`src/rtl/dmds_pkg.sv`:
```
// Shared types, codes and constants of the dual motor direction sequencer.
// No dependencies; every other file but the two channel interfaces imports this package.
`timescale 1ns / 1ps
`default_nettype none

package dmds_pkg;

  localparam int unsigned CMD_W       = 12;
  localparam int unsigned MAXS_W      = 11;
  localparam int unsigned DLY_W       = 4;
  localparam int unsigned DIVR_W      = 8;
  localparam int unsigned SPD_W       = 8;
  localparam int unsigned CFG_IDX_W   = 2;
  localparam int unsigned CFG_DATA_W  = 11;

  localparam logic [MAXS_W-1:0] MAX_SPEED_RST     = 11'd1764;
  localparam logic [DLY_W-1:0]  DELAY_TICKS_RST   = 4'd5;
  localparam logic [DIVR_W-1:0] SPEED_DIVISOR_RST = 8'd50;

  // event queue between front and back
  localparam int unsigned EVQ_DEPTH = 2;

  // speed divider: 16-bit dividend, 4 quotient bits per cycle
  localparam int unsigned NUM_W          = 16;
  localparam int unsigned DEN_W          = DIVR_W + 1;
  localparam int unsigned DIV_RADIX_BITS = 4;
  localparam int unsigned DIV_STEPS      = NUM_W / DIV_RADIX_BITS;

  typedef enum logic [CFG_IDX_W-1:0] {
    CFG_MAX_SPEED     = 2'd0,
    CFG_DELAY_TICKS   = 2'd1,
    CFG_SPEED_DIVISOR = 2'd2
  } cfg_idx_e;

  typedef enum logic [3:0] {
    M_NONE    = 4'd0,
    M_DELAY   = 4'd1,
    M_RATE    = 4'd2,
    M_OFF_OFF = 4'd3,
    M_FWD_FWD = 4'd4,
    M_REV_REV = 4'd5,
    M_FWD_REV = 4'd6,
    M_REV_FWD = 4'd7,
    M_FWD_OFF = 4'd8,
    M_OFF_FWD = 4'd9,
    M_REV_OFF = 4'd10,
    M_OFF_REV = 4'd11
  } mode_e;

  typedef enum logic [1:0] {
    DIR_OFF = 2'd0,
    DIR_FWD = 2'd1,
    DIR_REV = 2'd2
  } dir_e;

  typedef enum logic [1:0] {
    EV_NONE = 2'd0,
    EV_MODE = 2'd1,
    EV_RATE = 2'd2
  } ev_kind_e;

  typedef struct packed {
    mode_e                   mode;
    logic signed [CMD_W-1:0] left;
    logic signed [CMD_W-1:0] right;
  } entry_t;

  // one classified tick, front to back
  typedef struct packed {
    ev_kind_e                kind;
    mode_e                   mode;
    logic signed [CMD_W-1:0] held_l;
    logic signed [CMD_W-1:0] held_r;
    logic                    lstop;
    logic                    rstop;
    logic                    rej;
  } ev_t;

  // one tick's writes, back to divider
  typedef struct packed {
    logic                    dw;
    dir_e                    ld;
    dir_e                    rd;
    logic                    lw;
    logic                    rw;
    logic signed [CMD_W-1:0] lv;
    logic signed [CMD_W-1:0] rv;
    logic                    moving;
    logic signed [CMD_W-1:0] act_l;
    logic signed [CMD_W-1:0] act_r;
    logic                    rej;
  } div_req_t;

  function automatic dir_e dir_left(mode_e m);
    dir_e d;
    unique case (m)
      M_FWD_FWD, M_FWD_REV, M_FWD_OFF: d = DIR_FWD;
      M_REV_REV, M_REV_FWD, M_REV_OFF: d = DIR_REV;
      default:                         d = DIR_OFF;
    endcase
    return d;
  endfunction

  function automatic dir_e dir_right(mode_e m);
    dir_e d;
    unique case (m)
      M_FWD_FWD, M_REV_FWD, M_OFF_FWD: d = DIR_FWD;
      M_REV_REV, M_FWD_REV, M_OFF_REV: d = DIR_REV;
      default:                         d = DIR_OFF;
    endcase
    return d;
  endfunction

endpackage

`default_nettype wire

```
`src/rtl/dmds_cmd_if.sv`:
```
// Command channel: valid/ready handshake with one refresh tick as payload.
// Depends on nothing.
`timescale 1ns / 1ps
`default_nettype none

interface dmds_cmd_if;
  logic               valid;
  logic               ready;
  logic signed [11:0] left_command;
  logic signed [11:0] right_command;
  logic               left_stopped;
  logic               right_stopped;

  modport source (output valid, left_command, right_command, left_stopped, right_stopped,
                  input ready);
  modport sink   (input valid, left_command, right_command, left_stopped, right_stopped,
                  output ready);
endinterface

`default_nettype wire

```
`src/rtl/dmds_res_if.sv`:
```
// Result channel: valid/ready handshake carrying the motor writes of one tick.
// Depends on nothing.
`timescale 1ns / 1ps
`default_nettype none

interface dmds_res_if;
  logic               valid;
  logic               ready;
  logic               direction_write;
  logic [1:0]         left_direction;
  logic [1:0]         right_direction;
  logic               left_spd_write;
  logic [7:0]         left_spd;
  logic               right_spd_write;
  logic [7:0]         right_spd;
  logic               moving;
  logic signed [11:0] active_left;
  logic signed [11:0] active_right;
  logic               command_rejected;

  modport source (output valid, direction_write, left_direction, right_direction,
                  left_spd_write, left_spd, right_spd_write, right_spd,
                  moving, active_left, active_right, command_rejected,
                  input ready);
  modport sink   (input valid, direction_write, left_direction, right_direction,
                  left_spd_write, left_spd, right_spd_write, right_spd,
                  moving, active_left, active_right, command_rejected,
                  output ready);
endinterface

`default_nettype wire

```
`src/rtl/dmds_front.sv`:
```
// Front end: range check, held command, mode sort and change classification.
// Depends on dmds_pkg and dmds_cmd_if.
`timescale 1ns / 1ps
`default_nettype none

module dmds_front import dmds_pkg::*; (
  input  logic              clk_i,
  input  logic              rst_ni,
  input  logic [MAXS_W-1:0] max_speed_i,
  dmds_cmd_if.sink          cmd_i,
  output logic              ev_valid_o,
  output ev_t               ev_o,
  input  logic              ev_ready_i
);

  logic signed [CMD_W-1:0] held_l_q, held_l_d;
  logic signed [CMD_W-1:0] held_r_q, held_r_d;
  mode_e                   last_mode_q, last_mode_d;

  logic signed [CMD_W:0]   l_x, r_x, ms_pos, ms_neg;
  logic                    rej;
  mode_e                   mode_n;
  logic                    accept;

  function automatic mode_e sort_mode(logic signed [CMD_W-1:0] l,
                                      logic signed [CMD_W-1:0] r);
    mode_e m;
    if (l == 0 || r == 0) begin
      if (l > 0)      m = M_FWD_OFF;
      else if (r > 0) m = M_OFF_FWD;
      else if (l < 0) m = M_REV_OFF;
      else if (r < 0) m = M_OFF_REV;
      else            m = M_OFF_OFF;
    end else if (l > 0 && r > 0) begin
      m = M_FWD_FWD;
    end else if (l < 0 && r < 0) begin
      m = M_REV_REV;
    end else if (l > 0) begin
      m = M_FWD_REV;
    end else begin
      m = M_REV_FWD;
    end
    return m;
  endfunction

  assign cmd_i.ready = ev_ready_i;
  assign ev_valid_o  = cmd_i.valid;
  assign accept      = cmd_i.valid && ev_ready_i;

  always_comb begin
    l_x    = {cmd_i.left_command[CMD_W-1], cmd_i.left_command};
    r_x    = {cmd_i.right_command[CMD_W-1], cmd_i.right_command};
    ms_pos = $signed({2'b00, max_speed_i});
    ms_neg = -ms_pos;
    rej    = (l_x > ms_pos) || (l_x < ms_neg) || (r_x > ms_pos) || (r_x < ms_neg);

    held_l_d = rej ? held_l_q : cmd_i.left_command;
    held_r_d = rej ? held_r_q : cmd_i.right_command;
    mode_n   = sort_mode(held_l_d, held_r_d);
    last_mode_d = mode_n;

    ev_o.mode   = mode_n;
    ev_o.held_l = held_l_d;
    ev_o.held_r = held_r_d;
    ev_o.lstop  = cmd_i.left_stopped;
    ev_o.rstop  = cmd_i.right_stopped;
    ev_o.rej    = rej;
    priority if (mode_n != last_mode_q) begin
      ev_o.kind = EV_MODE;
    end else if (held_l_d != held_l_q || held_r_d != held_r_q) begin
      ev_o.kind = EV_RATE;
    end else begin
      ev_o.kind = EV_NONE;
    end
  end

  always_ff @(posedge clk_i or negedge rst_ni) begin
    if (!rst_ni) begin
      held_l_q    <= '0;
      held_r_q    <= '0;
      last_mode_q <= M_OFF_OFF;
    end else if (accept) begin
      held_l_q    <= held_l_d;
      held_r_q    <= held_r_d;
      last_mode_q <= last_mode_d;
    end
  end

endmodule

`default_nettype wire

```
`src/rtl/dmds_evq.sv`:
```
// Short FIFO of classified ticks between front end and sequencer.
// Depends on dmds_pkg.
`timescale 1ns / 1ps
`default_nettype none

module dmds_evq import dmds_pkg::*; (
  input  logic clk_i,
  input  logic rst_ni,
  input  logic push_valid_i,
  input  ev_t  push_i,
  output logic push_ready_o,
  output logic pop_valid_o,
  output ev_t  pop_o,
  input  logic pop_ready_i
);

  localparam int unsigned PW = (EVQ_DEPTH > 1) ? $clog2(EVQ_DEPTH) : 1;
  localparam int unsigned CW = $clog2(EVQ_DEPTH + 1);

  ev_t           mem_q [EVQ_DEPTH];
  logic [PW-1:0] wptr_q, wptr_d;
  logic [PW-1:0] rptr_q, rptr_d;
  logic [CW-1:0] cnt_q, cnt_d;
  logic          push, pop;

  assign push_ready_o = (cnt_q != CW'(EVQ_DEPTH));
  assign pop_valid_o  = (cnt_q != '0);
  assign pop_o        = mem_q[rptr_q];
  assign push         = push_valid_i && push_ready_o;
  assign pop          = pop_valid_o && pop_ready_i;

  always_comb begin
    wptr_d = wptr_q;
    rptr_d = rptr_q;
    if (push) wptr_d = (wptr_q == PW'(EVQ_DEPTH - 1)) ? '0 : wptr_q + 1'b1;
    if (pop)  rptr_d = (rptr_q == PW'(EVQ_DEPTH - 1)) ? '0 : rptr_q + 1'b1;
    unique case ({push, pop})
      2'b10:   cnt_d = cnt_q + 1'b1;
      2'b01:   cnt_d = cnt_q - 1'b1;
      default: cnt_d = cnt_q;
    endcase
  end

  always_ff @(posedge clk_i or negedge rst_ni) begin
    if (!rst_ni) begin
      wptr_q <= '0;
      rptr_q <= '0;
      cnt_q  <= '0;
    end else begin
      wptr_q <= wptr_d;
      rptr_q <= rptr_d;
      cnt_q  <= cnt_d;
    end
  end

  always_ff @(posedge clk_i) begin
    if (push) mem_q[wptr_q] <= push_i;
  end

endmodule

`default_nettype wire

```
`src/rtl/dmds_back.sv`:
```
// Back end: pending queue, stop/delay sequencing and speed-write selection.
// Depends on dmds_pkg; feeds dmds_div.
`timescale 1ns / 1ps
`default_nettype none

module dmds_back import dmds_pkg::*; #(
  parameter int unsigned QUEUE_DEPTH = 4
) (
  input  logic             clk_i,
  input  logic             rst_ni,
  input  logic [DLY_W-1:0] delay_ticks_i,
  input  logic             ev_valid_i,
  input  ev_t              ev_i,
  output logic             ev_ready_o,
  output logic             req_valid_o,
  output div_req_t         req_o,
  input  logic             req_ready_i
);

  localparam int unsigned QW = (QUEUE_DEPTH > 1) ? $clog2(QUEUE_DEPTH) : 1;

  typedef struct packed {
    entry_t [QUEUE_DEPTH-1:0] q;
    entry_t                   cur;
    entry_t                   tgt;
    logic [DLY_W-1:0]         dcnt;
    logic signed [CMD_W-1:0]  sent_l;
    logic signed [CMD_W-1:0]  sent_r;
  } seq_t;

  typedef struct packed {
    seq_t                    st;
    logic                    dw;
    dir_e                    ld;
    dir_e                    rd;
    logic                    lw;
    logic                    rw;
    logic signed [CMD_W-1:0] lv;
    logic signed [CMD_W-1:0] rv;
  } work_t;

  localparam entry_t ENTRY_NONE = '{mode: M_NONE,    left: '0, right: '0};
  localparam entry_t ENTRY_OFF  = '{mode: M_OFF_OFF, left: '0, right: '0};

  seq_t  st_q;
  work_t w;
  logic  pop;

  // speed pair identical to the last one sent is skipped
  function automatic work_t send_speeds(work_t a, logic signed [CMD_W-1:0] l,
                                        logic signed [CMD_W-1:0] r, logic l_on, logic r_on);
    work_t b;
    b = a;
    if (!(l == a.st.sent_l && r == a.st.sent_r)) begin
      if (l_on) begin
        b.lw = 1'b1;
        b.lv = l;
      end
      if (r_on) begin
        b.rw = 1'b1;
        b.rv = r;
      end
      b.st.sent_l = l;
      b.st.sent_r = r;
    end
    return b;
  endfunction

  function automatic work_t apply_mode(work_t a, entry_t e);
    work_t b;
    dir_e  dl, dr;
    b  = a;
    dl = dir_left(e.mode);
    dr = dir_right(e.mode);
    b.dw = 1'b1;
    b.ld = dl;
    b.rd = dr;
    b = send_speeds(b, (dl != DIR_OFF) ? e.left : '0, (dr != DIR_OFF) ? e.right : '0,
                    dl != DIR_OFF, dr != DIR_OFF);
    return b;
  endfunction

  function automatic work_t next_item(work_t a, logic [DLY_W-1:0] dt, logic lstop,
                                      logic rstop);
    work_t  b;
    entry_t it;
    b  = a;
    it = a.st.q[0];
    if (it.mode != M_NONE) begin
      for (int i = 0; i < QUEUE_DEPTH - 1; i++) b.st.q[i] = a.st.q[i+1];
      b.st.q[QUEUE_DEPTH-1] = ENTRY_NONE;
      b.st.dcnt = '0;
      unique case (it.mode)
        M_DELAY: b.st.dcnt = dt;
        M_RATE: begin
          b.st.tgt.left  = it.left;
          b.st.tgt.right = it.right;
          b = send_speeds(b, it.left, it.right, !lstop, !rstop);
        end
        default: begin
          b = apply_mode(b, it);
          b.st.cur = it;
          b.st.tgt = it;
        end
      endcase
    end
    return b;
  endfunction

  assign pop         = ev_valid_i && req_ready_i;
  assign ev_ready_o  = req_ready_i;
  assign req_valid_o = ev_valid_i;

  always_comb begin
    logic          found, have_empty;
    logic [QW-1:0] empty_idx;
    w           = '0;
    w.st        = st_q;
    w.ld        = DIR_OFF;
    w.rd        = DIR_OFF;
    found       = 1'b0;
    have_empty  = 1'b0;
    empty_idx   = '0;

    unique case (ev_i.kind)
      EV_MODE: begin
        if (w.st.cur.mode == w.st.tgt.mode && w.st.cur.mode == M_OFF_OFF &&
            w.st.dcnt == '0) begin
          for (int i = 1; i < QUEUE_DEPTH; i++) w.st.q[i] = ENTRY_NONE;
          w.st.q[0] = '{mode: ev_i.mode, left: ev_i.held_l, right: ev_i.held_r};
          w = next_item(w, delay_ticks_i, ev_i.lstop, ev_i.rstop);
        end else begin
          if (w.st.tgt.mode != M_OFF_OFF) begin
            w.st.tgt = ENTRY_OFF;
            w.lw = 1'b1;
            w.lv = '0;
            w.rw = 1'b1;
            w.rv = '0;
          end
          for (int i = 2; i < QUEUE_DEPTH; i++) w.st.q[i] = ENTRY_NONE;
          w.st.q[0] = '{mode: M_DELAY, left: '0, right: '0};
          w.st.q[1] = '{mode: ev_i.mode, left: ev_i.held_l, right: ev_i.held_r};
        end
      end
      EV_RATE: begin
        // merge into the rate entry nearest the tail, else take the lowest free slot
        for (int i = QUEUE_DEPTH - 1; i >= 0; i--) begin
          if (!found) begin
            if (w.st.q[i].mode == M_RATE) begin
              w.st.q[i].left  = ev_i.held_l;
              w.st.q[i].right = ev_i.held_r;
              found = 1'b1;
            end else if (w.st.q[i].mode == M_NONE) begin
              have_empty = 1'b1;
              empty_idx  = QW'(i);
            end
          end
        end
        if (!found && have_empty)
          w.st.q[empty_idx] = '{mode: M_RATE, left: ev_i.held_l, right: ev_i.held_r};
      end
      default: ;
    endcase

    // queue runner
    if (w.st.dcnt != '0) begin
      w.st.dcnt = w.st.dcnt - 1'b1;
      if (w.st.dcnt == '0) w = next_item(w, delay_ticks_i, ev_i.lstop, ev_i.rstop);
    end else if (w.st.cur.mode != M_OFF_OFF && w.st.tgt.mode == M_OFF_OFF) begin
      if (ev_i.lstop && ev_i.rstop) begin
        w.st.cur = w.st.tgt;
        w = next_item(w, delay_ticks_i, ev_i.lstop, ev_i.rstop);
      end else begin
        w.lw = 1'b1;
        w.lv = '0;
        w.rw = 1'b1;
        w.rv = '0;
      end
    end else begin
      w = next_item(w, delay_ticks_i, ev_i.lstop, ev_i.rstop);
    end
  end

  always_comb begin
    req_o.dw     = w.dw;
    req_o.ld     = w.ld;
    req_o.rd     = w.rd;
    req_o.lw     = w.lw;
    req_o.rw     = w.rw;
    req_o.lv     = w.lv;
    req_o.rv     = w.rv;
    req_o.moving = (w.st.cur.mode != M_OFF_OFF);
    req_o.act_l  = w.st.cur.left;
    req_o.act_r  = w.st.cur.right;
    req_o.rej    = ev_i.rej;
  end

  always_ff @(posedge clk_i or negedge rst_ni) begin
    if (!rst_ni) begin
      for (int i = 0; i < QUEUE_DEPTH; i++) st_q.q[i] <= ENTRY_NONE;
      st_q.cur    <= ENTRY_OFF;
      st_q.tgt    <= ENTRY_OFF;
      st_q.dcnt   <= '0;
      st_q.sent_l <= '0;
      st_q.sent_r <= '0;
    end else if (pop) begin
      st_q <= w.st;
    end
  end

endmodule

`default_nettype wire

```
`src/rtl/dmds_div.sv`:
```
// Two-lane radix-16 restoring divider: speed = (2*|v| + d) / (2*d), saturated.
// Results go to an output register so the next division can overlap the wait.
// Depends on dmds_pkg, dmds_res_if.
`timescale 1ns / 1ps
`default_nettype none

module dmds_div import dmds_pkg::*; (
  input  logic              clk_i,
  input  logic              rst_ni,
  input  logic [DIVR_W-1:0] divisor_i,
  input  logic              start_i,
  input  div_req_t          req_i,
  output logic              ready_o,
  dmds_res_if.source        res_o
);

  localparam int unsigned CNT_W = $clog2(DIV_STEPS);

  typedef struct packed {
    logic [NUM_W-1:0] num;
    logic [DEN_W-1:0] rem;
    logic [NUM_W-1:0] quo;
  } lane_t;

  logic              busy_q, busy_d;
  logic              fin_q, fin_d;
  logic              out_valid_q, out_valid_d;
  logic [CNT_W-1:0]  cnt_q, cnt_d;
  div_req_t          req_q;
  logic [DEN_W-1:0]  den_q;
  lane_t             lane_l_q, lane_r_q;
  lane_t             lane_l_n, lane_r_n;
  logic [DIVR_W-1:0] d_eff;
  logic              last, out_free, move, start;
  logic [NUM_W-1:0]  quo_l, quo_r;
  div_req_t          out_req_q;
  logic [SPD_W-1:0]  out_ls_q, out_rs_q;

  function automatic lane_t lane_step(lane_t a, logic [DEN_W-1:0] den);
    lane_t            b;
    logic [DEN_W:0]   part;
    b = a;
    for (int k = 0; k < DIV_RADIX_BITS; k++) begin
      part  = {b.rem, b.num[NUM_W-1]};
      b.num = {b.num[NUM_W-2:0], 1'b0};
      if (part >= {1'b0, den}) begin
        b.rem = DEN_W'(part - {1'b0, den});
        b.quo = {b.quo[NUM_W-2:0], 1'b1};
      end else begin
        b.rem = part[DEN_W-1:0];
        b.quo = {b.quo[NUM_W-2:0], 1'b0};
      end
    end
    return b;
  endfunction

  function automatic lane_t lane_load(logic signed [CMD_W-1:0] v, logic [DIVR_W-1:0] d);
    lane_t            b;
    logic [CMD_W-1:0] mag;
    mag   = v[CMD_W-1] ? CMD_W'(-v) : CMD_W'(v);
    b.num = NUM_W'({mag[CMD_W-2:0], 1'b0}) + NUM_W'(d);
    b.rem = '0;
    b.quo = '0;
    return b;
  endfunction

  function automatic logic [SPD_W-1:0] sat_speed(logic [NUM_W-1:0] q);
    return (|q[NUM_W-1:SPD_W]) ? '1 : q[SPD_W-1:0];
  endfunction

  assign d_eff    = (divisor_i == '0) ? DIVR_W'(1) : divisor_i;
  assign lane_l_n = lane_step(lane_l_q, den_q);
  assign lane_r_n = lane_step(lane_r_q, den_q);

  // last step this cycle; a finished quotient may wait in the lanes (fin_q)
  assign last     = busy_q && (cnt_q == CNT_W'(DIV_STEPS - 1));
  assign out_free = !out_valid_q || res_o.ready;
  assign move     = (last || fin_q) && out_free;
  assign ready_o  = (!busy_q && !fin_q) || move;
  assign start    = start_i && ready_o;
  assign quo_l    = fin_q ? lane_l_q.quo : lane_l_n.quo;
  assign quo_r    = fin_q ? lane_r_q.quo : lane_r_n.quo;

  always_comb begin
    busy_d      = busy_q;
    fin_d       = fin_q;
    cnt_d       = cnt_q;
    out_valid_d = out_valid_q;
    if (busy_q) cnt_d = cnt_q + 1'b1;
    if (last) begin
      busy_d = 1'b0;
      fin_d  = !out_free;
    end else if (move) begin
      fin_d = 1'b0;
    end
    if (start) begin
      busy_d = 1'b1;
      fin_d  = 1'b0;
      cnt_d  = '0;
    end
    if (move) begin
      out_valid_d = 1'b1;
    end else if (res_o.ready) begin
      out_valid_d = 1'b0;
    end
  end

  always_ff @(posedge clk_i or negedge rst_ni) begin
    if (!rst_ni) begin
      busy_q      <= 1'b0;
      fin_q       <= 1'b0;
      out_valid_q <= 1'b0;
      cnt_q       <= '0;
    end else begin
      busy_q      <= busy_d;
      fin_q       <= fin_d;
      out_valid_q <= out_valid_d;
      cnt_q       <= cnt_d;
    end
  end

  always_ff @(posedge clk_i) begin
    if (start) begin
      req_q    <= req_i;
      den_q    <= {d_eff, 1'b0};
      lane_l_q <= lane_load(req_i.lv, d_eff);
      lane_r_q <= lane_load(req_i.rv, d_eff);
    end else if (busy_q) begin
      lane_l_q <= lane_l_n;
      lane_r_q <= lane_r_n;
    end
    if (move) begin
      out_req_q <= req_q;
      out_ls_q  <= req_q.lw ? sat_speed(quo_l) : '0;
      out_rs_q  <= req_q.rw ? sat_speed(quo_r) : '0;
    end
  end

  assign res_o.valid            = out_valid_q;
  assign res_o.direction_write  = out_req_q.dw;
  assign res_o.left_direction   = out_req_q.ld;
  assign res_o.right_direction  = out_req_q.rd;
  assign res_o.left_spd_write   = out_req_q.lw;
  assign res_o.left_spd         = out_ls_q;
  assign res_o.right_spd_write  = out_req_q.rw;
  assign res_o.right_spd        = out_rs_q;
  assign res_o.moving           = out_req_q.moving;
  assign res_o.active_left      = out_req_q.act_l;
  assign res_o.active_right     = out_req_q.act_r;
  assign res_o.command_rejected = out_req_q.rej;

endmodule

`default_nettype wire

```
`src/rtl/dual_motor_direction_sequencer_core.sv`:
```
// Top level of the dual motor direction sequencer: config registers, front end,
// event FIFO, sequencer and speed divider. Depends on dmds_pkg and both channel interfaces.
//
//   channel  | role   | one transaction carries
//   ---------+--------+-----------------------------------------------------------
//   cmd_i    | sink   | one refresh tick: signed L/R command, L/R stopped flags
//   res_o    | source | that tick's direction/speed writes, mode status, reject flag
//   cfg_*    | write  | register index 0 max_speed, 1 delay_ticks, 2 speed_divisor
//
// Flow: the front end takes one tick per cycle while the two-entry FIFO has room. The
//   sequencer retires a tick in the cycle the divider starts; the divider works 4 quotient
//   bits per cycle over a 16-bit dividend and can start the next tick on its last step when
//   the output register is free.
// Reset: asynchronous; config returns to 1764 / 5 / 50, pending queue empties, no sweep.
// Stalls: a finished result waits in the output register; one more can finish and wait
//   in the divider, then the sequencer stalls and the front keeps accepting until the
//   FIFO is full.
`timescale 1ns / 1ps
`default_nettype none

module dual_motor_direction_sequencer_core import dmds_pkg::*; #(
  parameter int unsigned QUEUE_DEPTH = 4
) (
  input  logic                  clk_i,
  input  logic                  rst_ni,
  input  logic                  cfg_we_i,
  input  logic [CFG_IDX_W-1:0]  cfg_index_i,
  input  logic [CFG_DATA_W-1:0] cfg_data_i,
  dmds_cmd_if.sink              cmd_i,
  dmds_res_if.source            res_o
);

  // configuration registers
  logic [MAXS_W-1:0] max_speed_q;
  logic [DLY_W-1:0]  delay_ticks_q;
  logic [DIVR_W-1:0] speed_divisor_q;

  // front -> FIFO
  logic     fe_valid, fe_ready;
  ev_t      fe_ev;
  // FIFO -> sequencer
  logic     ev_valid, ev_ready;
  ev_t      ev;
  // sequencer -> divider
  logic     req_valid, div_ready;
  div_req_t req;

  always_ff @(posedge clk_i or negedge rst_ni) begin
    if (!rst_ni) begin
      max_speed_q     <= MAX_SPEED_RST;
      delay_ticks_q   <= DELAY_TICKS_RST;
      speed_divisor_q <= SPEED_DIVISOR_RST;
    end else if (cfg_we_i) begin
      unique case (cfg_index_i)
        CFG_MAX_SPEED:     max_speed_q     <= cfg_data_i[MAXS_W-1:0];
        CFG_DELAY_TICKS:   delay_ticks_q   <= cfg_data_i[DLY_W-1:0];
        CFG_SPEED_DIVISOR: speed_divisor_q <= cfg_data_i[DIVR_W-1:0];
        default: ;  // unused index, write dropped
      endcase
    end
  end

  // range check, hold last good command, sort into mode, flag mode/rate changes
  dmds_front u_front (
    .clk_i       (clk_i),
    .rst_ni      (rst_ni),
    .max_speed_i (max_speed_q),
    .cmd_i       (cmd_i),
    .ev_valid_o  (fe_valid),
    .ev_o        (fe_ev),
    .ev_ready_i  (fe_ready)
  );

  // decouples intake from the multi-cycle back end
  dmds_evq u_evq (
    .clk_i        (clk_i),
    .rst_ni       (rst_ni),
    .push_valid_i (fe_valid),
    .push_i       (fe_ev),
    .push_ready_o (fe_ready),
    .pop_valid_o  (ev_valid),
    .pop_o        (ev),
    .pop_ready_i  (ev_ready)
  );

  // stop / delay / apply sequencing over the pending queue
  dmds_back #(
    .QUEUE_DEPTH (QUEUE_DEPTH)
  ) u_back (
    .clk_i         (clk_i),
    .rst_ni        (rst_ni),
    .delay_ticks_i (delay_ticks_q),
    .ev_valid_i    (ev_valid),
    .ev_i          (ev),
    .ev_ready_o    (ev_ready),
    .req_valid_o   (req_valid),
    .req_o         (req),
    .req_ready_i   (div_ready)
  );

  // rounded magnitude / divisor, then output register
  dmds_div u_div (
    .clk_i     (clk_i),
    .rst_ni    (rst_ni),
    .divisor_i (speed_divisor_q),
    .start_i   (req_valid),
    .req_i     (req),
    .ready_o   (div_ready),
    .res_o     (res_o)
  );

  // a started division keeps the divider busy on the next cycle
  a_div_busy_after_start: assert property (@(posedge clk_i) disable iff (!rst_ni)
    (req_valid && div_ready) |=> !div_ready)
    else $error("divider accepted back-to-back starts");

  // directions are only reported when written
  a_dir_only_on_write: assert property (@(posedge clk_i) disable iff (!rst_ni)
    (res_o.valid && !res_o.direction_write) |->
      (res_o.left_direction == DIR_OFF && res_o.right_direction == DIR_OFF))
    else $error("direction reported without direction write");

  // speeds are only reported when written
  a_speed_only_on_write: assert property (@(posedge clk_i) disable iff (!rst_ni)
    res_o.valid |-> ((res_o.left_spd_write || res_o.left_spd == '0) &&
                     (res_o.right_spd_write || res_o.right_spd == '0)))
    else $error("speed reported without speed write");

  // an applied moving mode always carries a non-zero command
  a_moving_matches_active: assert property (@(posedge clk_i) disable iff (!rst_ni)
    res_o.valid |-> (res_o.moving == (res_o.active_left != '0 || res_o.active_right != '0)))
    else $error("moving flag disagrees with active commands");

endmodule

`default_nettype wire

```
`src/flat_wrapper.sv`:
```
// flat-port wrapper written by rule: the top's interface ports become plain ports
module dual_motor_direction_sequencer_core_flat import dmds_pkg::*;
#(
  parameter int unsigned QUEUE_DEPTH = 4
)
  (clk_i, rst_ni, cfg_we_i, cfg_index_i, cfg_data_i, cmd_i_valid, cmd_i_left_command, cmd_i_right_command, cmd_i_left_stopped, cmd_i_right_stopped, cmd_i_ready, res_o_valid, res_o_direction_write, res_o_left_direction, res_o_right_direction, res_o_left_spd_write, res_o_left_spd, res_o_right_spd_write, res_o_right_spd, res_o_moving, res_o_active_left, res_o_active_right, res_o_command_rejected, res_o_ready);
  dmds_cmd_if cmd_i_i ();
  dmds_res_if res_o_i ();
  input  logic clk_i;
  input  logic rst_ni;
  input  logic cfg_we_i;
  input  logic [CFG_IDX_W-1:0] cfg_index_i;
  input  logic [CFG_DATA_W-1:0] cfg_data_i;
  input wire logic [$bits(cmd_i_i.valid)-1:0] cmd_i_valid;
  input wire logic [$bits(cmd_i_i.left_command)-1:0] cmd_i_left_command;
  input wire logic [$bits(cmd_i_i.right_command)-1:0] cmd_i_right_command;
  input wire logic [$bits(cmd_i_i.left_stopped)-1:0] cmd_i_left_stopped;
  input wire logic [$bits(cmd_i_i.right_stopped)-1:0] cmd_i_right_stopped;
  output wire logic [$bits(cmd_i_i.ready)-1:0] cmd_i_ready;
  output wire logic [$bits(res_o_i.valid)-1:0] res_o_valid;
  output wire logic [$bits(res_o_i.direction_write)-1:0] res_o_direction_write;
  output wire logic [$bits(res_o_i.left_direction)-1:0] res_o_left_direction;
  output wire logic [$bits(res_o_i.right_direction)-1:0] res_o_right_direction;
  output wire logic [$bits(res_o_i.left_spd_write)-1:0] res_o_left_spd_write;
  output wire logic [$bits(res_o_i.left_spd)-1:0] res_o_left_spd;
  output wire logic [$bits(res_o_i.right_spd_write)-1:0] res_o_right_spd_write;
  output wire logic [$bits(res_o_i.right_spd)-1:0] res_o_right_spd;
  output wire logic [$bits(res_o_i.moving)-1:0] res_o_moving;
  output wire logic [$bits(res_o_i.active_left)-1:0] res_o_active_left;
  output wire logic [$bits(res_o_i.active_right)-1:0] res_o_active_right;
  output wire logic [$bits(res_o_i.command_rejected)-1:0] res_o_command_rejected;
  input wire logic [$bits(res_o_i.ready)-1:0] res_o_ready;
  assign cmd_i_i.valid = cmd_i_valid;
  assign cmd_i_i.left_command = cmd_i_left_command;
  assign cmd_i_i.right_command = cmd_i_right_command;
  assign cmd_i_i.left_stopped = cmd_i_left_stopped;
  assign cmd_i_i.right_stopped = cmd_i_right_stopped;
  assign cmd_i_ready = cmd_i_i.ready;
  assign res_o_valid = res_o_i.valid;
  assign res_o_direction_write = res_o_i.direction_write;
  assign res_o_left_direction = res_o_i.left_direction;
  assign res_o_right_direction = res_o_i.right_direction;
  assign res_o_left_spd_write = res_o_i.left_spd_write;
  assign res_o_left_spd = res_o_i.left_spd;
  assign res_o_right_spd_write = res_o_i.right_spd_write;
  assign res_o_right_spd = res_o_i.right_spd;
  assign res_o_moving = res_o_i.moving;
  assign res_o_active_left = res_o_i.active_left;
  assign res_o_active_right = res_o_i.active_right;
  assign res_o_command_rejected = res_o_i.command_rejected;
  assign res_o_i.ready = res_o_ready;
  dual_motor_direction_sequencer_core #(.QUEUE_DEPTH(QUEUE_DEPTH)) u_core (.clk_i(clk_i), .rst_ni(rst_ni), .cfg_we_i(cfg_we_i), .cfg_index_i(cfg_index_i), .cfg_data_i(cfg_data_i), .cmd_i(cmd_i_i), .res_o(res_o_i));
endmodule
```
`config.mk`:
```
export PLATFORM = sky130hd
export DESIGN_NAME = dual_motor_direction_sequencer_core_flat
export DESIGN_NICKNAME = d
export VERILOG_FILES = /design/src/rtl/dmds_pkg.sv /design/src/rtl/dmds_cmd_if.sv /design/src/rtl/dmds_res_if.sv /design/src/rtl/dmds_front.sv /design/src/rtl/dmds_evq.sv /design/src/rtl/dmds_back.sv /design/src/rtl/dmds_div.sv /design/src/rtl/dual_motor_direction_sequencer_core.sv /design/src/flat_wrapper.sv
export SDC_FILE = /design/constraint.sdc
export NUM_CORES = 2
export LEC_CHECK = 0
export ABC_CLOCK_PERIOD_IN_PS = 16800
export BUFFER_PORTS_ARGS = -buffer_cell sky130_fd_sc_hd__buf_2
export CORE_ASPECT_RATIO = 1.4
export CORE_UTILIZATION = 30
export CTS_CLUSTER_DIAMETER = 120
export DETAILED_ROUTE_END_ITERATION = 6
export PLACE_DENSITY = 0.42
export SLEW_MARGIN = 20
export SYNTH_ARGS = -nofsm -noshare
export SYNTH_HDL_FRONTEND = slang
export SYNTH_SLANG_ARGS = --single-unit
```
`constraint.sdc`:
```
create_clock -name clk_i -period 16.8 [get_ports clk_i]
set_clock_uncertainty 0.2 [all_clocks]
set_input_delay 2.52 -clock clk_i [delete_from_list [all_inputs] [get_ports clk_i]]
set_output_delay 2.52 -clock clk_i [all_outputs]
set_load 0.05 [all_outputs]
```
======== Word level (Yosys, flattened, before mapping) ========
Memory sizes are Yosys's and may differ from the RTL's.
Cells that the tools add are included.
operators by class
  $add $sub $neg .......................... 19
  order comparisons ....................... 18
  equality and inequality tests ........... 53
  mux-type cells .......................... 196
  reductions and logical operators ........ 74
operators with widths
  operator              count
  $mux W227             6
  $pmux W55 S2          4
  $mux W24              17
  $pmux W56 S2          3
  $mux W12              22
  $mux W26              9
  $mux W112             2
  $pmux W112 S2         1
  $mux W201             1
  $mux W25              8
  $mux W41              4
  $eq A12 B12 Y1        12
  $mux W143             1
  $mux W115             1
  $bwmux W112           1
  $mux W28              4
  $mux W2               44
  $ge A10 B9 Y1         8
  $sub A9 B9 Y9         8
  $logic_not A32 Y1     2
  $demux W28 S2         1
  $mux W1               47
  $mux W33              1
  $eq A4 B2 Y1 const B  8
  41 further kinds      145
storage, ports and cells
  register bits after elaboration ......... 428
  RAM bits ................................ 66
  input port bits ......................... 44
  memories kept ........................... 1
memories
  name                depth  width  read ports  clocked after memory_dff  wr ports  line            source
  u_core.u_evq.mem_q  2      33     1           0                         1         dmds_evq.sv:20  ev_t mem_q [EVQ_DEPTH];

======== Depth between registers and ports, before layout ========
  word-level depth ........................ 42
  depth in mapped cells ................... 51
  mapped depth without buffers ............ 47

======== Cells and area by module ========
Synthesis repeated with hierarchy kept, for this count alone.
second synthesis, totals
  cell total of the unflattened synthesis .. 3602
  area total of the unflattened synthesis .. 34169.0 um^2
modules (own cells, without submodules)
  module                               instances  cells each  area each (um^2)
  dmds_back                            1          2069        16637.2
  dmds_div                             1          991         10500.1
  dmds_front                           1          372         3538.4
  dmds_evq                             1          120         2593.7
  dual_motor_direction_sequencer_core  1          50          899.6

======== Least setup slack after synthesis ========
No wires, ideal clock.
  kind .................................... register to register
  start ................................... register u_core.u_div.den_q[2]
  end ..................................... register u_core.u_div.lane_l_q[17] (netlist bit)
  library setup time ...................... 0.117 ns
  data arrival time ....................... 9.398 ns
  data required time ...................... 16.483 ns
  slack ................................... 7.085 ns
  stages on the path, launching flop included .. 48
  path buffers ............................ 4
  period minus slack after synthesis ...... 9.715 ns
  cells stage by stage .................... edfxtp_1 inv_1 ha_1 a21o_1 a21o_1 nor2b_1 a211oi_1 nand2b_1 nand3b_1 clkbuf_1 o21ai_0 inv_1 ha_1 nor2b_1 o21ai_0 nand2b_1 and2_1 o21ai_0 [12 not listed] a221oi_1 mux2_2 inv_1 ha_1 nor2b_1 o21ai_0 nand2b_1 a21o_1 a21o_1 a21o_1 a21oi_1 o21ai_0 a21oi_1 o211a_1 clkbuf_1 clkbuf_1 o21ai_0 a22o_1
between the ends
  cells in the longest elaborated chain, start to end .. 8
  elaborated cells between the ends (all ways) .. 12
  those cells by class .................... add/sub: 4; order compare: 4; mux: 4
ends and longest elaborated chain
  what                                            line                            source
  from (decl)                                     dmds_div.sv:30                  logic [DEN_W-1:0] den_q;
  from (signal assigned)                          dmds_div.sv:125                 den_q <= {d_eff, 1'b0};
  $sub A9 B9 Y9 or $ge A10 B9 Y1 (tied branches)  dmds_div.sv:47, dmds_div.sv:46
  $mux W25                                        dmds_div.sv:46                  if (part >= {1'b0, den}) begin
  $sub A9 B9 Y9 or $ge A10 B9 Y1 (tied branches)  dmds_div.sv:47, dmds_div.sv:46
  $mux W25                                        dmds_div.sv:46
  $sub A9 B9 Y9 or $ge A10 B9 Y1 (tied branches)  dmds_div.sv:47, dmds_div.sv:46
  $mux W25                                        dmds_div.sv:46
  $ge A10 B9 Y1 or $sub A9 B9 Y9 (tied branches)  dmds_div.sv:46, dmds_div.sv:47
  $mux W25 *                                      dmds_div.sv:46
  to (signal assigned)                            dmds_div.sv:126                 lane_l_q <= lane_load(req_i.lv, d_eff);
  to (signal assigned)                            dmds_div.sv:129                 lane_l_q <= lane_l_n;
  to (decl)                                       dmds_div.sv:31                  lane_t lane_l_q, lane_r_q;
Mark *: on every way between the ends. The rest lies on a longest branch, timed or not.
A chain may end at the register's enable or synchronous reset.

======== Worst setup path after layout ========
  start ................................... register u_core.u_div.den_q[2]
  end ..................................... register u_core.u_div.out_ls_q[0] (netlist: u_core.u_div.res_o.left_spd[0]), data pin
between the ends
  cells in the longest elaborated chain, start to end .. 10
  elaborated cells between the ends (all ways) .. 13
  those cells by class .................... add/sub: 3; order compare: 4; mux: 6
ends and longest elaborated chain
  what                                            line                            source
  $sub A9 B9 Y9 or $ge A10 B9 Y1 (tied branches)  dmds_div.sv:47, dmds_div.sv:46
  $mux W25                                        dmds_div.sv:46
  $sub A9 B9 Y9 or $ge A10 B9 Y1 (tied branches)  dmds_div.sv:47, dmds_div.sv:46
  $mux W25                                        dmds_div.sv:46
  $sub A9 B9 Y9 or $ge A10 B9 Y1 (tied branches)  dmds_div.sv:47, dmds_div.sv:46
  $mux W25                                        dmds_div.sv:46
  $ge A10 B9 Y1 *                                 dmds_div.sv:46
  $mux W25 *                                      dmds_div.sv:46
  $mux W16 *                                      dmds_div.sv:81                  assign quo_l = fin_q ? lane_l_q.quo : lane_l_n.quo;
  $mux W8 *                                       dmds_div.sv:68                  return (|q[NUM_W-1:SPD_W]) ? '1 : q[SPD_W-1:0];
  to (signal assigned)                            dmds_div.sv:134                 out_ls_q <= req_q.lw ? sat_speed(quo_l) : '0;
  to (decl)                                       dmds_div.sv:37                  logic [SPD_W-1:0] out_ls_q, out_rs_q;
Marked as above.

==> metrics.md <==
| Metric | Value |
|---|---|
| Final Hold Viols | `0` |
| Final setup TNS | `0 ns` |
| Number of violations of the max-capacitance limit | `0` |
| Via density per instance | `5.70` |
| Final setup violation count | `0` |
| Shortest period the worst path allows | `10.89 ns` |
| Dpl ws | `5.90 ns` |
| Portion of synthesized cell area occupied by the leading cell type | `0.176` |
| Global-route wire length before repair | `between 200000 and 250000 um` |
| Num rows | `145` |
| Post-CTS clock slew at the launch and capture registers of the worst setup and hold paths | `0.07 ns` |
| Number of top-level pins | `95` |
| Maximum number of pins on one net before global-route repair | `between 100 and 150` |
| Clock tree root driver cell | `clkbuf_16` |
| Total half-perimeter wirelength after legalization and detailed placement | `between 100000 and 150000 um` |
| Worst hold-check path type | `reg2reg` |
| Initial antenna violation count | `6` |
| Via count | `~30000` |
| Launching point of the worst reg2reg path | `u_core.u_div.den_q[2]` |
| Final period utilization | `0.648` |
| Worst-Margin Slew | `around 1.2 ns` |
| Number of gates on the worst path with buffers counted | `45` |
| Predominant post-synthesis flop cell | `dfrtp_1` |
| Cell depth of the worst min-delay path | `0` |
| Wire per inst | `roughly 26 um` |
| Ys async rst share | `0.519` |
| Remaining routing DRC violations | `6` |
| Reg2reg end | `u_core.u_div.res_o.left_spd[0]` |
| Synth area leader | `dfrtp_1` |
| Violated checks | `DRC` |
| Final setup slack of the worst path | `5.91 ns` |
| Reg2reg path depth | `45` |
| Die outline area | `115000 um^2` |
| Max incr delay on CP | `roughly 0.52 ns` |
| Number of warnings printed during yosys synthesis | `0` |
| Post-CTS setup buffer count | `0` |
| Worst Setup EP | `u_core.u_div.res_o.left_spd[0]` |
| Share of synthesized cell area in and, or, nand and nor gates | `0.157` |
| Via count of the first global-routing pass | `30209` |
| Max-Slew Margin vs Limit | `0.206` |
| CP dominant cell by count | `o21ai_0` |
| Category of the worst setup path capture point | `flip-flop` |
| Max Buffers Root-to-Sink | `3` |
| XOR/XNOR share of the synthesized area | `0.0358` |
| # hold bufs at CTS | `0` |
| Register area share after synthesis | `0.384` |
| Number of design-rule violations left by the first detailed-router iteration | `2203` |
| Highest attainable clock frequency | `91.8 MHz` |
| Setup slack on the worst flop-to-flop path | `5.91 ns` |
| Multiplexer share of the synthesized area | `0.0684` |
| Width of the chip | `287 um` |
| Mapped Nets | `between 3000 and 4000` |
| Final number of max-transition violations | `0` |
| Initial core utilization | `0.304` |
| Timing startpoint of the critical path | `u_core.u_div.den_q[2]` |
| GRT Total Usage | `0.241` |
| Data required time of the critical path | `approximately 17 ns` |
| Drt first pass iters | `7` |
| Setup repair after global routing missed its margin | `no` |
| Share of final-layout standard cells stronger than drive strength 1 | `0.140` |
| Number of nets with antenna violations after routing | `0` |
| Port Buffers | `94` |
| Top cell family by delay on the critical path | `compound AO/OA/AOI/OAI gates` |
| EDFF count, synth | `187` |
| Worst skew pair latency | `~0.66 ns` |
| Combinational family with the most area after synthesis | `compound AO/OA/AOI/OAI gates` |
| WP buf/inv | `6` |
| Mapped Area | `roughly 34000 um^2` |
| Outcome | `finished, violations left` |
| Gate count after technology mapping | `3804` |
| #FFs+latches synth | `slightly below 500` |
| Data arrival time of the critical path | `11.04 ns` |
| Total number of clock tree sinks | `493` |
| Top fanout value on the critical path | `16` |
| Distinct cell type count after synthesis | `121` |
| Fraction of the mapped netlist area in compound gates | `0.258` |
| Final core utilization | `0.342` |
| Total Routed Length | `141000 um` |
| Area of the core | `112000 um^2` |
| Start-to-end type of the worst setup path | `reg2reg` |
| Clock tree from TritonCTS | `yes` |
| Startpoint types | `flip-flop` |
| Top cells by area in the synthesized netlist | `dfrtp_1, edfxtp_1, nand2_1` |
| Overflow left after global routing | `0` |
| CTS H-tree lvls | `2` |
| Relative area change from synthesis to final layout | `12.4%` |
| Post-synthesis area per instance | `between 8 and 9 um^2` |
| TritonCTS buffer count | `56` |
| Cell at the slowest stage of the critical path | `o211a_1` |
| Adder and majority cell fraction of the synthesized area | `0.0548` |
| Final weighted congestion in routability-driven placement | `1.01` |
| Height of the die | `about 400 um` |
| # nets final | `4004` |
| Post_cts resized | `0` |
==> routing by layer <==
metal	vias up	part of all wire	GRT usage
met5	-	0.00018	0
met4	4	0.063	0.133
met3	306	0.047	0.0311
met2	929	0.49	0.408
met1	15001	0.40	0.294
li1	14168	-	-
==> per-stage QoR <==
step                hold slack (ns)  instance area, um^2  std cells
floorplan                     0.200                34000       3804
global route                  0.227                38200       5330
CTS                           0.220                38200       5330
global placement              0.203                36300       5227
finish                        0.218                38200       5331
detailed placement            0.205                36300       5229
==> cells in the mapped netlist (all sizes together), types with 50 or more instances <==
cell,n
a21o,59
a21oi,249
a22o,114
a22oi,64
clkbuf,214
dfrtp,239
dfxtp,50
edfxtp,187
ha,133
inv,98
mux2,112
mux2i,98
nand2,506
nand3,54
nor2,308
nor3,53
o21a,53
o21ai,397
xnor2,100
==> worst min path at each step <==
stage / endpoint / slack (ns) / startpoint
6_report: u_core.u_div.res_o.direction_write / 0.22 / u_core.u_div.req_q[56]
3_5_place_dp: u_core.u_div.res_o.active_right[4] / 0.20 / u_core.u_div.req_q[5]
3_3_place_gp: u_core.u_div.res_o.command_rejected / 0.20 / u_core.u_div.req_q[0]
5_1_grt: u_core.u_div.res_o.active_right[4] / 0.23 / u_core.u_div.req_q[5]
4_1_cts: u_core.u_div.res_o.direction_write / 0.22 / u_core.u_div.req_q[56]
2_1_floorplan: u_core.u_div.res_o.active_left[0] / 0.20 / u_core.u_div.req_q[13]
==> registers in the layout (all words and copies together) (netlist names), 29 cells and up <==
register and cells:
u_core.u_back.st_q 196, u_core.u_div.req_q 33, u_core.u_div.lane_r_q 29, u_core.u_evq.mem_q 66, u_core.u_div.lane_l_q 29
==> layout by cell type (no fill, tap or decap), types with 59 or more instances in the layout <==
| cell type | Yosys | routed |
|---|---|---|
| a22o_1 | 114 | 114 |
| edfxtp_1 | 187 | 187 |
| buf_2 | 19 | 93 |
| nor2_1 | 307 | 302 |
| mux2i_1 | 86 | 83 |
| a21oi_1 | 243 | 238 |
| ha_1 | 133 | 131 |
| mux2_2 | 109 | 109 |
| buf_4 | 4 | 114 |
| a22oi_1 | 63 | 63 |
| nand2_1 | 505 | 504 |
| inv_1 | 97 | 97 |
| a21o_1 | 59 | 59 |
| o21ai_0 | 375 | 374 |
| dfrtp_1 | 239 | 237 |
| xnor2_1 | 100 | 100 |
==> layout make-up <==
class | instances | area, um^2
Fill cell | 11584 | 73700
Clock inverter | 25 | 256
Clock buffer | 76 | 1630
Multi-Input combinational cell | 2959 | 19700
Tap cell | 1470 | 1840
Inverter | 99 | 377
Antenna cell | 1 | 2.50
Timing Repair Buffer | 208 | 1340
Sequential cell | 493 | 13000
==> logic make-up (layout without fill, tap and decap cells) <==
| family | count (synthesis) | count (layout) |
|---|---|---|
| xor gates and xnor gates | 139 | 139 |
| other | 0 | 1 |
| AOI/OAI and AO/OA | 1300 | 1300 |
| buffers and inverters | 352 | 408 |
| adders and majority gates | 143 | 143 |
| muxes | 210 | 210 |
| and+or+nand+nor | 1167 | 1167 |
| DFF | 493 | 493 |
Power is not shown: default switching activity piles up to over one toggle a cycle in this logic, so the estimate is an artifact.
